`src/hdl/dsg_pkg.sv`:
```
// ----------------------------------------------------------------------------
// dsg_pkg
// Shared types, constants and the quarter-wave sine table of the decaying
// sine generator.
// ----------------------------------------------------------------------------
`default_nettype none

package dsg_pkg;

   localparam int SINE_TABLE_BITS = 8;
   localparam int COUNT_BITS      = 24;

   localparam int TBL_N      = 1 << SINE_TABLE_BITS;
   localparam int PHASE_BITS = 32;
   localparam int AMP_BITS   = 15;
   localparam int ENV_BITS   = 31;
   localparam int MAG_BITS   = 15;
   localparam int SAMPLE_BITS = 16;
   localparam int CSR_DATA_BITS = 32;
   localparam int CSR_INDEX_BITS = 2;
   localparam int COUNT_FIELD_BITS = 24;
   localparam int PROD_BITS  = 61;

   localparam logic [ENV_BITS-1:0] ENV_ONE = '1;
   localparam logic [MAG_BITS-1:0] MAG_MAX = '1;
   localparam logic [31:0]         HALFPI_Q30 = 32'd1686629713;

   typedef enum logic [CSR_INDEX_BITS-1:0] {
      CSR_PHASE_INC  = 2'd0,
      CSR_AMPLITUDE  = 2'd1,
      CSR_DECAY      = 2'd2,
      CSR_COUNT      = 2'd3
   } csr_index_type;

   typedef enum logic [1:0] {
      ST_IDLE,
      ST_SCALE,
      ST_ENVELOPE,
      ST_FINISH
   } state_type;

   typedef enum logic [1:0] {
      MUL_MAG_AMP,
      MUL_SCALE_ENV,
      MUL_ENV_DECAY
   } mul_sel_type;

   typedef struct packed {
      logic        load;
      mul_sel_type mul_sel;
      logic        finish;
   } dsg_cmd_type;

   typedef struct packed {
      logic out_stall;
   } dsg_status_type;

   typedef logic [MAG_BITS-1:0] sine_tbl_type [TBL_N];

   // Degree-15 Taylor series in Q2.30, evaluated at elaboration only.
   function automatic logic [MAG_BITS-1:0] sine_entry(input int unsigned k);
      logic [63:0] x;
      logic [63:0] term;
      logic [63:0] sum;
      x    = (64'(HALFPI_Q30) * 64'(k)) >> SINE_TABLE_BITS;
      term = x;
      sum  = x;
      term = (((term * x) >> 30) * x) >> 30;
      term = term / 64'd6;
      sum  = sum - term;
      term = (((term * x) >> 30) * x) >> 30;
      term = term / 64'd20;
      sum  = sum + term;
      term = (((term * x) >> 30) * x) >> 30;
      term = term / 64'd42;
      sum  = sum - term;
      term = (((term * x) >> 30) * x) >> 30;
      term = term / 64'd72;
      sum  = sum + term;
      term = (((term * x) >> 30) * x) >> 30;
      term = term / 64'd110;
      sum  = sum - term;
      term = (((term * x) >> 30) * x) >> 30;
      term = term / 64'd156;
      sum  = sum + term;
      term = (((term * x) >> 30) * x) >> 30;
      term = term / 64'd210;
      sum  = sum - term;
      sum  = (sum + 64'd16384) >> 15;
      if (sum > 64'd32767) begin
         sum = 64'd32767;
      end
      return sum[MAG_BITS-1:0];
   endfunction

   function automatic sine_tbl_type build_sine_table();
      sine_tbl_type tbl;
      for (int k = 0; k < TBL_N; k++) begin
         tbl[k] = sine_entry(k);
      end
      return tbl;
   endfunction

   localparam sine_tbl_type SINE_TABLE = build_sine_table();

endpackage

`default_nettype wire

```
`src/hdl/decaying_sine_generator.sv`:
```
// Sequence: a request is looked up as it is accepted, then passes the scale,
//   envelope and finish states; the response register loads once it is free.
// Samples: no new request is taken until the last sample has finished; the
//   three products share the single 32x32 multiplier after the lookup.
// Reset: synchronous; clears the note state (phase, index, peak, envelope at
//   one), resets the configuration and clears the response valid flag.
// ----------------------------------------------------------------------------
// decaying_sine_generator
// Exponentially decaying sine oscillator: one Q1.15 sample per request.
// ----------------------------------------------------------------------------
`default_nettype none

module decaying_sine_generator (
   input  wire                                     clock,
   input  wire                                     reset,
   input  wire                                     csr_we,
   input  wire  [dsg_pkg::CSR_INDEX_BITS-1:0]      csr_index,
   input  wire  [dsg_pkg::CSR_DATA_BITS-1:0]       csr_wdata,
   input  wire                                     req_valid,
   output logic                                    req_ready,
   input  wire                                     req_restart,
   output logic                                    rsp_valid,
   input  wire                                     rsp_ready,
   output logic signed [dsg_pkg::SAMPLE_BITS-1:0]  rsp_sample,
   output logic                                    rsp_last,
   output logic [dsg_pkg::MAG_BITS-1:0]            rsp_peak,
   output logic                                    rsp_finished
);

   dsg_pkg::dsg_cmd_type    cmd;
   dsg_pkg::dsg_status_type status;

   dsg_ctrl u_ctrl (
      .clock     (clock),
      .reset     (reset),
      .req_valid (req_valid),
      .req_ready (req_ready),
      .status    (status),
      .cmd       (cmd)
   );

   dsg_datapath u_datapath (
      .clock        (clock),
      .reset        (reset),
      .csr_we       (csr_we),
      .csr_index    (csr_index),
      .csr_wdata    (csr_wdata),
      .req_restart  (req_restart),
      .cmd          (cmd),
      .status       (status),
      .rsp_valid    (rsp_valid),
      .rsp_ready    (rsp_ready),
      .rsp_sample   (rsp_sample),
      .rsp_last     (rsp_last),
      .rsp_peak     (rsp_peak),
      .rsp_finished (rsp_finished)
   );

endmodule

`default_nettype wire

```
`src/hdl/dsg_ctrl.sv`:
```
// ----------------------------------------------------------------------------
// dsg_ctrl
// Sequencer for one sample: table lookup, two scaling products and the
// envelope update on the shared multiplier.
// ----------------------------------------------------------------------------
`default_nettype none

module dsg_ctrl (
   input  wire                     clock,
   input  wire                     reset,
   input  wire                     req_valid,
   output logic                    req_ready,
   input  dsg_pkg::dsg_status_type status,
   output dsg_pkg::dsg_cmd_type    cmd
);

   dsg_pkg::state_type state_ff;
   dsg_pkg::state_type state_in;

   always_ff @(posedge clock) begin
      if (reset) begin
         state_ff <= dsg_pkg::ST_IDLE;
      end else begin
         state_ff <= state_in;
      end
   end

   always_comb begin
      state_in = state_ff;
      case (state_ff)
         dsg_pkg::ST_IDLE: begin
            if (req_valid) begin
               state_in = dsg_pkg::ST_SCALE;
            end
         end
         dsg_pkg::ST_SCALE:    state_in = dsg_pkg::ST_ENVELOPE;
         dsg_pkg::ST_ENVELOPE: state_in = dsg_pkg::ST_FINISH;
         dsg_pkg::ST_FINISH: begin
            if (!status.out_stall) begin
               state_in = dsg_pkg::ST_IDLE;
            end
         end
         default: state_in = dsg_pkg::ST_IDLE;
      endcase
   end

   always_comb begin
      req_ready   = 1'b0;
      cmd.load    = 1'b0;
      cmd.mul_sel = dsg_pkg::MUL_MAG_AMP;
      cmd.finish  = 1'b0;
      case (state_ff)
         dsg_pkg::ST_IDLE: begin
            // take no request while reset is held
            req_ready = !reset;
            cmd.load  = req_valid && !reset;
         end
         dsg_pkg::ST_SCALE: begin
            cmd.mul_sel = dsg_pkg::MUL_MAG_AMP;
         end
         dsg_pkg::ST_ENVELOPE: begin
            cmd.mul_sel = dsg_pkg::MUL_SCALE_ENV;
         end
         dsg_pkg::ST_FINISH: begin
            cmd.mul_sel = dsg_pkg::MUL_ENV_DECAY;
            cmd.finish  = !status.out_stall;
         end
         default: begin
            req_ready = 1'b0;
         end
      endcase
   end

   a_finish_returns_idle: assert property (@(posedge clock) disable iff (reset)
      cmd.finish |=> (state_ff == dsg_pkg::ST_IDLE))
      else $error("sequencer did not return to idle after finishing a sample");

endmodule

`default_nettype wire

```
`src/hdl/dsg_datapath.sv`:
```
// ----------------------------------------------------------------------------
// dsg_datapath
// Configuration registers, oscillator state, sine lookup, shared multiplier
// and the response register.
// ----------------------------------------------------------------------------
`default_nettype none

module dsg_datapath (
   input  wire                                          clock,
   input  wire                                          reset,
   input  wire                                          csr_we,
   input  wire  [dsg_pkg::CSR_INDEX_BITS-1:0]           csr_index,
   input  wire  [dsg_pkg::CSR_DATA_BITS-1:0]            csr_wdata,
   input  wire                                          req_restart,
   input  dsg_pkg::dsg_cmd_type                         cmd,
   output dsg_pkg::dsg_status_type                      status,
   output logic                                         rsp_valid,
   input  wire                                          rsp_ready,
   output logic signed [dsg_pkg::SAMPLE_BITS-1:0]       rsp_sample,
   output logic                                         rsp_last,
   output logic [dsg_pkg::MAG_BITS-1:0]                 rsp_peak,
   output logic                                         rsp_finished
);

   localparam int TB = dsg_pkg::SINE_TABLE_BITS;
   localparam int CB = dsg_pkg::COUNT_BITS;

   // configuration
   logic [dsg_pkg::PHASE_BITS-1:0] phase_inc_ff;
   logic [dsg_pkg::AMP_BITS-1:0]   amplitude_ff;
   logic [dsg_pkg::ENV_BITS-1:0]   decay_ff;
   logic [CB-1:0]                  count_ff;

   // oscillator state
   logic [dsg_pkg::PHASE_BITS-1:0] phase_ff, phase_in;
   logic [dsg_pkg::ENV_BITS-1:0]   envelope_ff, envelope_in;
   logic [CB-1:0]                  index_ff, index_in;
   logic [dsg_pkg::MAG_BITS-1:0]   peak_ff, peak_in;

   // per-sample work registers
   logic [dsg_pkg::MAG_BITS-1:0]   mag_ff, mag_in;
   logic                           neg_ff, neg_in;
   logic                           done_ff, done_in;
   logic [dsg_pkg::PROD_BITS-1:0]  prod_ff, prod_in;

   // response register
   logic                                    rsp_valid_ff;
   logic signed [dsg_pkg::SAMPLE_BITS-1:0]  rsp_sample_ff, rsp_sample_in;
   logic                                    rsp_last_ff, rsp_last_in;
   logic [dsg_pkg::MAG_BITS-1:0]            rsp_peak_ff, rsp_peak_in;
   logic                                    rsp_finished_ff, rsp_finished_in;

   logic [dsg_pkg::PHASE_BITS-1:0] phase_eff;
   logic [CB-1:0]                  index_eff;
   logic [TB+1:0]                  full_idx;
   logic [TB-1:0]                  tbl_r;
   logic [TB-1:0]                  tbl_idx;
   logic [31:0]                    mult_a, mult_b;
   logic [63:0]                    mult_p;
   logic [dsg_pkg::PROD_BITS:0]    round_sum;
   logic [dsg_pkg::SAMPLE_BITS-1:0] rounded;
   logic [dsg_pkg::MAG_BITS-1:0]   mag_out;
   logic [CB:0]                    index_next;

   always_ff @(posedge clock) begin
      if (reset) begin
         phase_inc_ff <= '0;
         amplitude_ff <= '0;
         decay_ff     <= dsg_pkg::ENV_ONE;
         count_ff     <= '0;
      end else if (csr_we) begin
         case (csr_index)
            dsg_pkg::CSR_PHASE_INC: phase_inc_ff <= csr_wdata;
            dsg_pkg::CSR_AMPLITUDE: amplitude_ff <= csr_wdata[dsg_pkg::AMP_BITS-1:0];
            dsg_pkg::CSR_DECAY:     decay_ff     <= csr_wdata[dsg_pkg::ENV_BITS-1:0];
            dsg_pkg::CSR_COUNT:
               count_ff <= CB'(csr_wdata[dsg_pkg::COUNT_FIELD_BITS-1:0]);
            default: ;
         endcase
      end
   end

   // restart takes effect before this request's lookup
   assign phase_eff = req_restart ? '0 : phase_ff;
   assign index_eff = req_restart ? '0 : index_ff;

   assign full_idx = phase_eff[dsg_pkg::PHASE_BITS-1 -: TB+2];
   assign tbl_r    = full_idx[TB-1:0];
   assign tbl_idx  = full_idx[TB] ? (TB'(0) - tbl_r) : tbl_r;

   always_comb begin
      mag_in  = mag_ff;
      neg_in  = neg_ff;
      done_in = done_ff;
      if (cmd.load) begin
         if (full_idx[TB] && (tbl_r == '0)) begin
            mag_in = dsg_pkg::MAG_MAX;
         end else begin
            mag_in = dsg_pkg::SINE_TABLE[tbl_idx];
         end
         neg_in  = full_idx[TB+1];
         done_in = (index_eff >= count_ff);
      end
   end

   // shared multiplier
   always_comb begin
      case (cmd.mul_sel)
         dsg_pkg::MUL_MAG_AMP: begin
            mult_a = 32'(mag_ff);
            mult_b = 32'(amplitude_ff);
         end
         dsg_pkg::MUL_SCALE_ENV: begin
            mult_a = prod_ff[31:0];
            mult_b = 32'(envelope_ff);
         end
         dsg_pkg::MUL_ENV_DECAY: begin
            mult_a = 32'(envelope_ff);
            mult_b = 32'(decay_ff);
         end
         default: begin
            mult_a = '0;
            mult_b = '0;
         end
      endcase
   end

   assign mult_p  = mult_a * mult_b;
   // hold the scaled sample while the envelope product is on the multiplier
   assign prod_in = (cmd.mul_sel == dsg_pkg::MUL_ENV_DECAY) ? prod_ff
                                                            : mult_p[dsg_pkg::PROD_BITS-1:0];

   assign round_sum = {1'b0, prod_ff} + ((dsg_pkg::PROD_BITS+1)'(1) << 45);
   assign rounded   = round_sum[dsg_pkg::PROD_BITS -: dsg_pkg::SAMPLE_BITS];
   assign mag_out   = rounded[dsg_pkg::SAMPLE_BITS-1] ? dsg_pkg::MAG_MAX
                                                      : rounded[dsg_pkg::MAG_BITS-1:0];
   assign index_next = {1'b0, index_ff} + (CB+1)'(1);

   always_comb begin
      phase_in        = phase_ff;
      envelope_in     = envelope_ff;
      index_in        = index_ff;
      peak_in         = peak_ff;
      rsp_sample_in   = rsp_sample_ff;
      rsp_last_in     = rsp_last_ff;
      rsp_peak_in     = rsp_peak_ff;
      rsp_finished_in = rsp_finished_ff;
      if (cmd.load && req_restart) begin
         phase_in    = '0;
         envelope_in = dsg_pkg::ENV_ONE;
         index_in    = '0;
         peak_in     = '0;
      end
      if (cmd.finish) begin
         if (done_ff) begin
            rsp_sample_in   = '0;
            rsp_last_in     = 1'b0;
            rsp_peak_in     = peak_ff;
            rsp_finished_in = 1'b1;
         end else begin
            if (mag_out > peak_ff) begin
               peak_in = mag_out;
            end else begin
               peak_in = peak_ff;
            end
            rsp_sample_in   = neg_ff ? -$signed({1'b0, mag_out})
                                     : $signed({1'b0, mag_out});
            rsp_last_in     = (index_next == {1'b0, count_ff});
            rsp_peak_in     = peak_in;
            rsp_finished_in = 1'b0;
            envelope_in     = mult_p[dsg_pkg::ENV_BITS +: dsg_pkg::ENV_BITS];
            phase_in        = phase_ff + phase_inc_ff;
            index_in        = index_next[CB-1:0];
         end
      end
   end

   always_ff @(posedge clock) begin
      if (reset) begin
         phase_ff     <= '0;
         envelope_ff  <= dsg_pkg::ENV_ONE;
         index_ff     <= '0;
         peak_ff      <= '0;
         rsp_valid_ff <= 1'b0;
      end else begin
         phase_ff    <= phase_in;
         envelope_ff <= envelope_in;
         index_ff    <= index_in;
         peak_ff     <= peak_in;
         if (cmd.finish) begin
            rsp_valid_ff <= 1'b1;
         end else if (rsp_ready) begin
            rsp_valid_ff <= 1'b0;
         end
      end
   end

   always_ff @(posedge clock) begin
      mag_ff          <= mag_in;
      neg_ff          <= neg_in;
      done_ff         <= done_in;
      prod_ff         <= prod_in;
      rsp_sample_ff   <= rsp_sample_in;
      rsp_last_ff     <= rsp_last_in;
      rsp_peak_ff     <= rsp_peak_in;
      rsp_finished_ff <= rsp_finished_in;
   end

   // hold the finish step while an earlier response is still waiting
   assign status.out_stall = rsp_valid_ff && !rsp_ready;

   assign rsp_valid    = rsp_valid_ff;
   assign rsp_sample   = rsp_sample_ff;
   assign rsp_last     = rsp_last_ff;
   assign rsp_peak     = rsp_peak_ff;
   assign rsp_finished = rsp_finished_ff;

   a_finished_is_silent: assert property (@(posedge clock) disable iff (reset)
      (rsp_valid_ff && rsp_finished_ff) |-> ((rsp_sample_ff == '0) && !rsp_last_ff))
      else $error("finished response carries a nonzero sample or last flag");

   a_no_overwrite: assert property (@(posedge clock) disable iff (reset)
      cmd.finish |-> !(rsp_valid_ff && !rsp_ready))
      else $error("response register overwritten while still pending");

   a_peak_grows: assert property (@(posedge clock) disable iff (reset)
      !(cmd.load && req_restart) |=> (peak_ff >= $past(peak_ff)))
      else $error("peak magnitude dropped without a restart");

   a_peak_tracks: assert property (@(posedge clock) disable iff (reset)
      (rsp_valid_ff && !rsp_finished_ff)
         |-> (rsp_peak_ff >= (rsp_sample_ff[dsg_pkg::SAMPLE_BITS-1]
                              ? dsg_pkg::MAG_BITS'(-rsp_sample_ff)
                              : rsp_sample_ff[dsg_pkg::MAG_BITS-1:0])))
      else $error("reported peak is below the sample magnitude");

endmodule

`default_nettype wire
```
`config.mk`:
```
export PLATFORM = sky130hd
export DESIGN_NAME = decaying_sine_generator
export DESIGN_NICKNAME = d
export VERILOG_FILES = /design/src/hdl/dsg_pkg.sv /design/src/hdl/decaying_sine_generator.sv /design/src/hdl/dsg_ctrl.sv /design/src/hdl/dsg_datapath.sv
export SDC_FILE = /design/constraint.sdc
export NUM_CORES = 2
export LEC_CHECK = 0
export ABC_AREA = 0
export BUFFER_PORTS_ARGS = -buffer_cell sky130_fd_sc_hd__buf_2
export CORE_UTILIZATION = 60
export DETAILED_ROUTE_END_ITERATION = 12
export PLACE_DENSITY = 0.81
export SETUP_SLACK_MARGIN = 0.3
export SLEW_MARGIN = 20
export SYNTH_ARGS = -nofsm -noshare
export SYNTH_HDL_FRONTEND = slang
export SYNTH_SLANG_ARGS = --single-unit
```
`constraint.sdc`:
```
create_clock -name clock -period 10.8 [get_ports clock]
set_clock_uncertainty 0.05 [all_clocks]
set_input_delay 1.08 -clock clock [delete_from_list [all_inputs] [get_ports clock]]
set_output_delay 1.08 -clock clock [all_outputs]
set_load 0.01 [all_outputs]
```
======== Word-level counts from Yosys, hierarchy flattened ========
Memory sizes are Yosys's and may differ from the RTL's. A register that Yosys moved wholly into a read port is not among the register bits.
Cells that the tools add are included.
storage, ports and cells
  bits in registers ....................... 303
  ROM bits ................................ 3840
  input bits .............................. 40
  output and inout bits ................... 35
  memories ................................ 1
memory list
  name              words  bits a word  read ports  clocked after memory_dff  wr ports  RTL line            RTL
  (name not given)  256    15           1           1                         0         dsg_datapath.sv:99  mag_in = dsg_pkg::SINE_TABLE[tbl_idx];
cells by class
  reductions and logical operators ........ 18
  muxes and demuxes ....................... 31
  bitwise logic cells ..................... 2
  multiply operators ...................... 1
  $lt $le $gt $ge ......................... 2
  $add $sub $neg .......................... 5
  eq/ne operators ......................... 11
operator list
  kind                                                  number
  two-way mux 31 bit                                    4
  two-way mux 15 bit                                    7
  two-way mux 24 bit                                    4
  two-way mux 32 bit                                    3
  case mux 32 bit (3 select lines)                      1
  case mux 31 bit (3 select lines)                      1
  adder 61 x 46 -> 62 bit (second input constant)       1
  multiplier 32 x 31 -> 62 bit                          1
  adder 32 bit                                          1
  adder 24 x 1 -> 25 bit (second input constant)        1
  equality test 25 x 24 -> 1 bit                        1
  >= comparator 24 bit                                  1
  negation 15 -> 16 bit                                 1
  > comparator 15 bit                                   1
  equality test 2 bit (second input constant)           5
  AND reduction 2 bit                                   5
  inverter 8 -> 9 bit                                   1
  logical NOT 8 bit                                     1
  two-way mux 8 bit                                     1
  case mux 2 bit (4 select lines)                       1
  subtractor 1 x 8 -> 8 bit (first input constant)      1
  equality test 2 x 1 -> 1 bit (second input constant)  3
  logical NOT 2 bit                                     3
  two-way mux 1 bit                                     6
  other kinds (8)                                       15

======== Logic depth before layout (Yosys ltp) ========
  depth after elaboration ................. 7
  mapped depth ............................ 38
  gate-level depth less buffers ........... 34

======== Modules after synthesis ========
A second synthesis with hierarchy kept.
unflattened totals
  cells, all modules ...................... 6068
  area, all modules ....................... 50712.4 µm²
modules (own cells, without submodules)
  module        cells each  seq. area each (µm²)  instances  area an instance (µm²)
  dsg_datapath  6049        7046.8                1          50533.5
  dsg_ctrl      19          40.0                  1          178.9

======== Least setup slack after synthesis ========
Ideal clock, no wire load.
  path kind ............................... reg2reg
  start point ............................. register u_ctrl.state_ff[0]
  end point ............................... register u_datapath.envelope_ff[11] (netlist bit)
  path slack .............................. 2.022 ns
  path buffers ............................ 6
  stages on the path, launching flop included .. 35
  arrival ................................. 8.595 ns
  period minus slack after synthesis ...... 8.778 ns
  cells stage by stage .................... dfxtp_1 -> inv_1 -> ha_1 -> clkbuf_1 -> clkbuf_1 -> buf_2 -> buf_1 -> a22o_1 -> nand2_1 -> clkbuf_1 -> nor2_1 -> fa_1 -> fa_1 -> inv_1 -> fa_1 -> fa_1 -> inv_1 -> fa_1 -> fa_1 -> fa_1 -> inv_1 -> fa_1 -> inv_1 -> ha_1 -> buf_6 -> a21o_1 -> a21o_2 -> a221o_1 -> a21boi_2 -> o21ai_1 -> or2_4 -> a31o_4 -> a311oi_1 -> xor2_1 -> a21oi_1
on the way
  word-level cells in the longest chain between the ends .. 7
  elaborated cells between the ends (all ways) .. 16
  classes of those cells .................. mul: 1; eq/ne: 4; mux: 8; reduce/logical: 3
RTL lines
  element                                                                                      RTL line             RTL
  from (decl)                                                                                  dsg_ctrl.sv:17       dsg_pkg::state_type state_ff;
  from (signal assigned)                                                                       dsg_ctrl.sv:22       state_ff <= dsg_pkg::ST_IDLE;
  from (signal assigned)                                                                       dsg_ctrl.sv:24       state_ff <= state_in;
  equality test 2 bit                                                                          dsg_ctrl.sv:52       case (state_ff)
  case mux 2 bit (2 select lines)                                                              dsg_ctrl.sv:52
  equality test 2 bit (tied with other cells)                                                  dsg_datapath.sv:108  case (cmd.mul_sel)
  case mux 32 bit (3 select lines) / case mux 31 bit (3 select lines) (equally long branches)  dsg_datapath.sv:108
  multiplier 32 x 31 -> 62 bit                                                                 dsg_datapath.sv:128  assign mult_p = mult_a * mult_b;
  two-way mux 31 bit                                                                           dsg_datapath.sv:155  if (done_ff) begin
  two-way mux 31 bit *                                                                         dsg_datapath.sv:154  if (cmd.finish) begin
  to (signal assigned)                                                                         dsg_datapath.sv:181  envelope_ff <= dsg_pkg::ENV_ONE;
  to (signal assigned)                                                                         dsg_datapath.sv:187  envelope_ff <= envelope_in;
  to (decl)                                                                                    dsg_datapath.sv:36   logic [dsg_pkg::ENV_BITS-1:0] envelope_ff, envelope_in;
Every way passes the cells marked *; elsewhere a longest branch is shown, timed or not.
A chain may end at the register's enable or synchronous reset.

======== Final worst setup path ========
  start point ............................. register u_ctrl.state_ff[0]
  end point ............................... register u_datapath.envelope_ff[27] (netlist bit)
on the way
  word-level cells in the longest chain between the ends .. 7
  elaborated cells between the ends (all ways) .. 16
  classes of those cells .................. mul: 1; eq/ne: 4; mux: 8; reduce/logical: 3
RTL lines
  element                                                                                      RTL line             RTL
  equality test 2 bit                                                                          dsg_ctrl.sv:52
  case mux 2 bit (2 select lines) *                                                            dsg_ctrl.sv:52
  equality test 2 bit (tied with other cells)                                                  dsg_datapath.sv:108
  case mux 32 bit (3 select lines) / case mux 31 bit (3 select lines) (equally long branches)  dsg_datapath.sv:108
  multiplier 32 x 31 -> 62 bit *                                                               dsg_datapath.sv:128
  named net u_datapath.mult_p[58]                                                              dsg_datapath.sv:59   logic [63:0] mult_p;
  two-way mux 31 bit *                                                                         dsg_datapath.sv:155
  two-way mux 31 bit *                                                                         dsg_datapath.sv:154
Mark *: on every way through the listed nets, which the timed path passes. The rest lies on a longest branch.

==> impl_results.md <==
* Run status: finished, final reports clean
* Number of buffers created by CTS at 31
* Proportion of synthesized flip-flops having asynchronous set or reset at 0%
* Clock transition at the registers of the reported paths at 60 ps
* Kind of cell adding the most delay to the critical path: adder cells
* Critical path peak fanout at 35
* Setup Viol. Count Final at 0
* Maximum number of buffers from clock root to sink at 3
* Floorplan die width at 292 um
* Post-synthesis to final-layout area growth at 4.78%
* Fraction of final layout cells with drive strength greater than 1 at 5.24%
* Placeable core region at 83600 um2
* Die height at 292 um
* Cell Count Post-Placement at 7019
* DRT iter0 DRCs at 5757
* Total global routing track utilization at 43.7%
* Share of the synthesized area in the top cell type at 34.2%
* Total of fill cells in the finished design at 7104
* Setup Fix Bufs, Post-CTS at 0
* Remaining max-slew budget at the tightest pin at 10.7%
* Number of top-level pins at 75
* Critical path start-end classification: flip-flop to flip-flop
* Avg Inst Size Synth at 8.30 um2
* Vias at 45.5k
* Clock latency of the later-clocked register in the worst-skew pair at 570 ps
* Slew Limit Fails at 0
* Vias in the first global route at 45.0k
* Largest net degree at the start of global routing at 75
* Footprint of the multi-input gates at 38800 um2
* Most prevalent standard cell on the critical path: fa_1
* Remaining antenna violation count after routing at 0
* Buffering stage count on the worst path with inverters included at 8
* Part of the Yosys area used for sequential elements at 14.0%
* Maximum clock rate at 100 MHz
* Final Net Count at 7228
* DP Wirelength at 146000 um
* Final Wtd Congestion at 1.08
* Setup slack after placement at 1100 ps
* Final Cycle Share at 92.3%
* Slowest cell on crit path: and2_1
* Number of synthesized flops with an enable pin at 98
* DRC violations left at 0
* Rows at 106
* Aggregate negative setup slack at 0 ps
* Number of violations of the max-capacitance limit at 0
* Post-Syn Instances at 6102
* Cell types occupying the most area after synthesis: fa_1, ha_1, dfxtp_1
* Slack of the critical path at 831 ps
* Synth Flop Type: dfxtp_1
* Top cells by count, synth: nand2_1, inv_1, fa_1, nor2_1, ha_1
* Most frequent cell after synthesis: nand2_1
* Cell type with the highest aggregate area in the netlist: fa_1
* Number of nets in the synthesized netlist at 7357
* Post-cts resize count at 0
* Post-synthesis sequential element count at 305
* Final-report hold violation count at 0
* Global-route wire length before repair at 279000 um
* Die area at 85600 um2
* Critical Path End Type: flip-flop
* Largest stage delay, worst path at 780 ps
* Hold crit path type: flip-flop to flip-flop
* Unique masters post-synth at 97
* Mapped cell area at 50600 um2
* Startpoint class of the critical path: flip-flop
* Syn. warnings at 0
* Min Tclk post-route at 9970 ps
* I/O Buffers at 74
* Final wirelength at 186000 um
* Cell Count, Final, Fillers Out at 7083
* Routed wire length per instance at 26.3 um
* Clock Tree Root: clkbuf_16
* Count of H-tree levels built during CTS at 1
* Seq. cell area at 7090 um2
* Router iterations before antenna repair at 9
* Starting utilization of the core area at 60.6%
* CTS tree: done
* Worst Path Required at 11260 ps
* Worst-margin pin slew at 1340 ps
* Residual overflow from global routing at 0
* Number of antenna violations at the first check in global routing at 7
* Clock Sink Count at 305
* Endpoint arrival time on the critical path at 10430 ps
* Setup repair after global routing missed its margin: no
* Cts hold-fix bufs at 0
* Number of vias per cell after detailed routing at 6.42
-- worst paths after layout --
check	start	to	slack, ps	depth (start not counted)
max	u_ctrl.state_ff[0]$_SDFFE_PP0P_	u_datapath.envelope_ff[27]$_SDFF_PP1_	830	31
min reg2reg	u_datapath.phase_inc_ff[23]$_SDFFE_PP0P_	u_datapath.phase_inc_ff[23]$_SDFFE_PP0P_	410	2
min	u_datapath.phase_inc_ff[23]$_SDFFE_PP0P_	u_datapath.phase_inc_ff[23]$_SDFFE_PP0P_	410	2
max reg2reg	u_ctrl.state_ff[0]$_SDFFE_PP0P_	u_datapath.envelope_ff[27]$_SDFF_PP1_	830	31
-- placed cells by master (no fill, tap or decap), types with 12 or more instances in the layout --
master     instances
a211oi_1          23
a21o_1            61
a21oi_1          298
a22o_1            40
a22oi_1           69
a311oi_1          19
a31oi_1           38
and2_1            55
and3_1            46
buf_2             74
buf_4            132
clkbuf_16         31
dfxtp_1          207
edfxtp_1          98
fa_1             866
ha_1             347
inv_1            876
nand2_1         1037
nand2b_1          36
nand3_1          102
nand3b_1          41
nand4_1           32
nor2_1           667
nor2b_1           44
nor3_1            61
nor4_1            15
o211ai_1          44
o21a_1            15
o21ai_0          166
o21ai_1           26
o21bai_1          12
o22a_1            14
o22ai_1           29
o31ai_1           18
or3_1             15
xnor2_1           86
xor2_1            66
-- per-layer routing --
| metal | part of all wire, % | global-route usage [%] |
|---|---|---|
| met5 | 0.0097 | 0 |
| met4 | 8.4 | 29.2 |
| met3 | 11 | 8.86 |
| met2 | 44 | 67.3 |
| met1 | 36 | 55.9 |
-- state kept, by name, indices dropped and copies added (netlist names), 2 cells and up --
| name | cells |
|---|---|
| u_ctrl.state_ff | 2 |
| u_datapath.amplitude_ff | 15 |
| u_datapath.count_ff | 24 |
| u_datapath.decay_ff | 31 |
| u_datapath.envelope_ff | 31 |
| u_datapath.index_ff | 24 |
| u_datapath.mag_ff | 15 |
| u_datapath.peak_ff | 15 |
| u_datapath.phase_ff | 32 |
| u_datapath.phase_inc_ff | 32 |
| u_datapath.prod_ff | 48 |
| u_datapath.rsp_peak | 15 |
| u_datapath.rsp_sample | 16 |
-- kinds of logic after synthesis --
family | count (synthesis) | share of synthesized area [%]
AOI/OAI and AO/OA | 961 | 12.2
xor gates and xnor gates | 152 | 2.63
adders and majority gates | 1215 | 42.9
buffers and inverters | 1251 | 9.43
DFF | 305 | 14.0
muxes | 8 | 0.183
and+or+nand+nor | 2210 | 18.7
-- per-stage QoR --
step | hold WS (ps) | instance area, um2 | utilization [%]
floorplan | 382 | 50600 | -
global placement | 388 | 51900 | 62.2
detailed placement | 402 | 51900 | 62.2
CTS | 411 | 53000 | 63.5
global route | 429 | 53000 | 63.5
finish | 411 | 53100 | 63.5
-- worst min-delay path, stage by stage, from the launching register on --
cell     delay [ps]
dfxtp_1         310
nand2_1          50
a21oi_1          50
-- final cells by class --
cell class | count | area share [%]
antenna | 6 | 0.0283
clock buffer | 37 | 1.56
clock inverter | 20 | 0.481
inverter | 883 | 6.25
multi-input combinational | 4546 | 73.2
sequential | 305 | 13.4
tap | 1080 | 2.55
timing repair buffer | 206 | 2.57
Power is left out: the tool's default activity adds up to more than one toggle a clock period on the data nets, which glitch-free logic cannot reach.
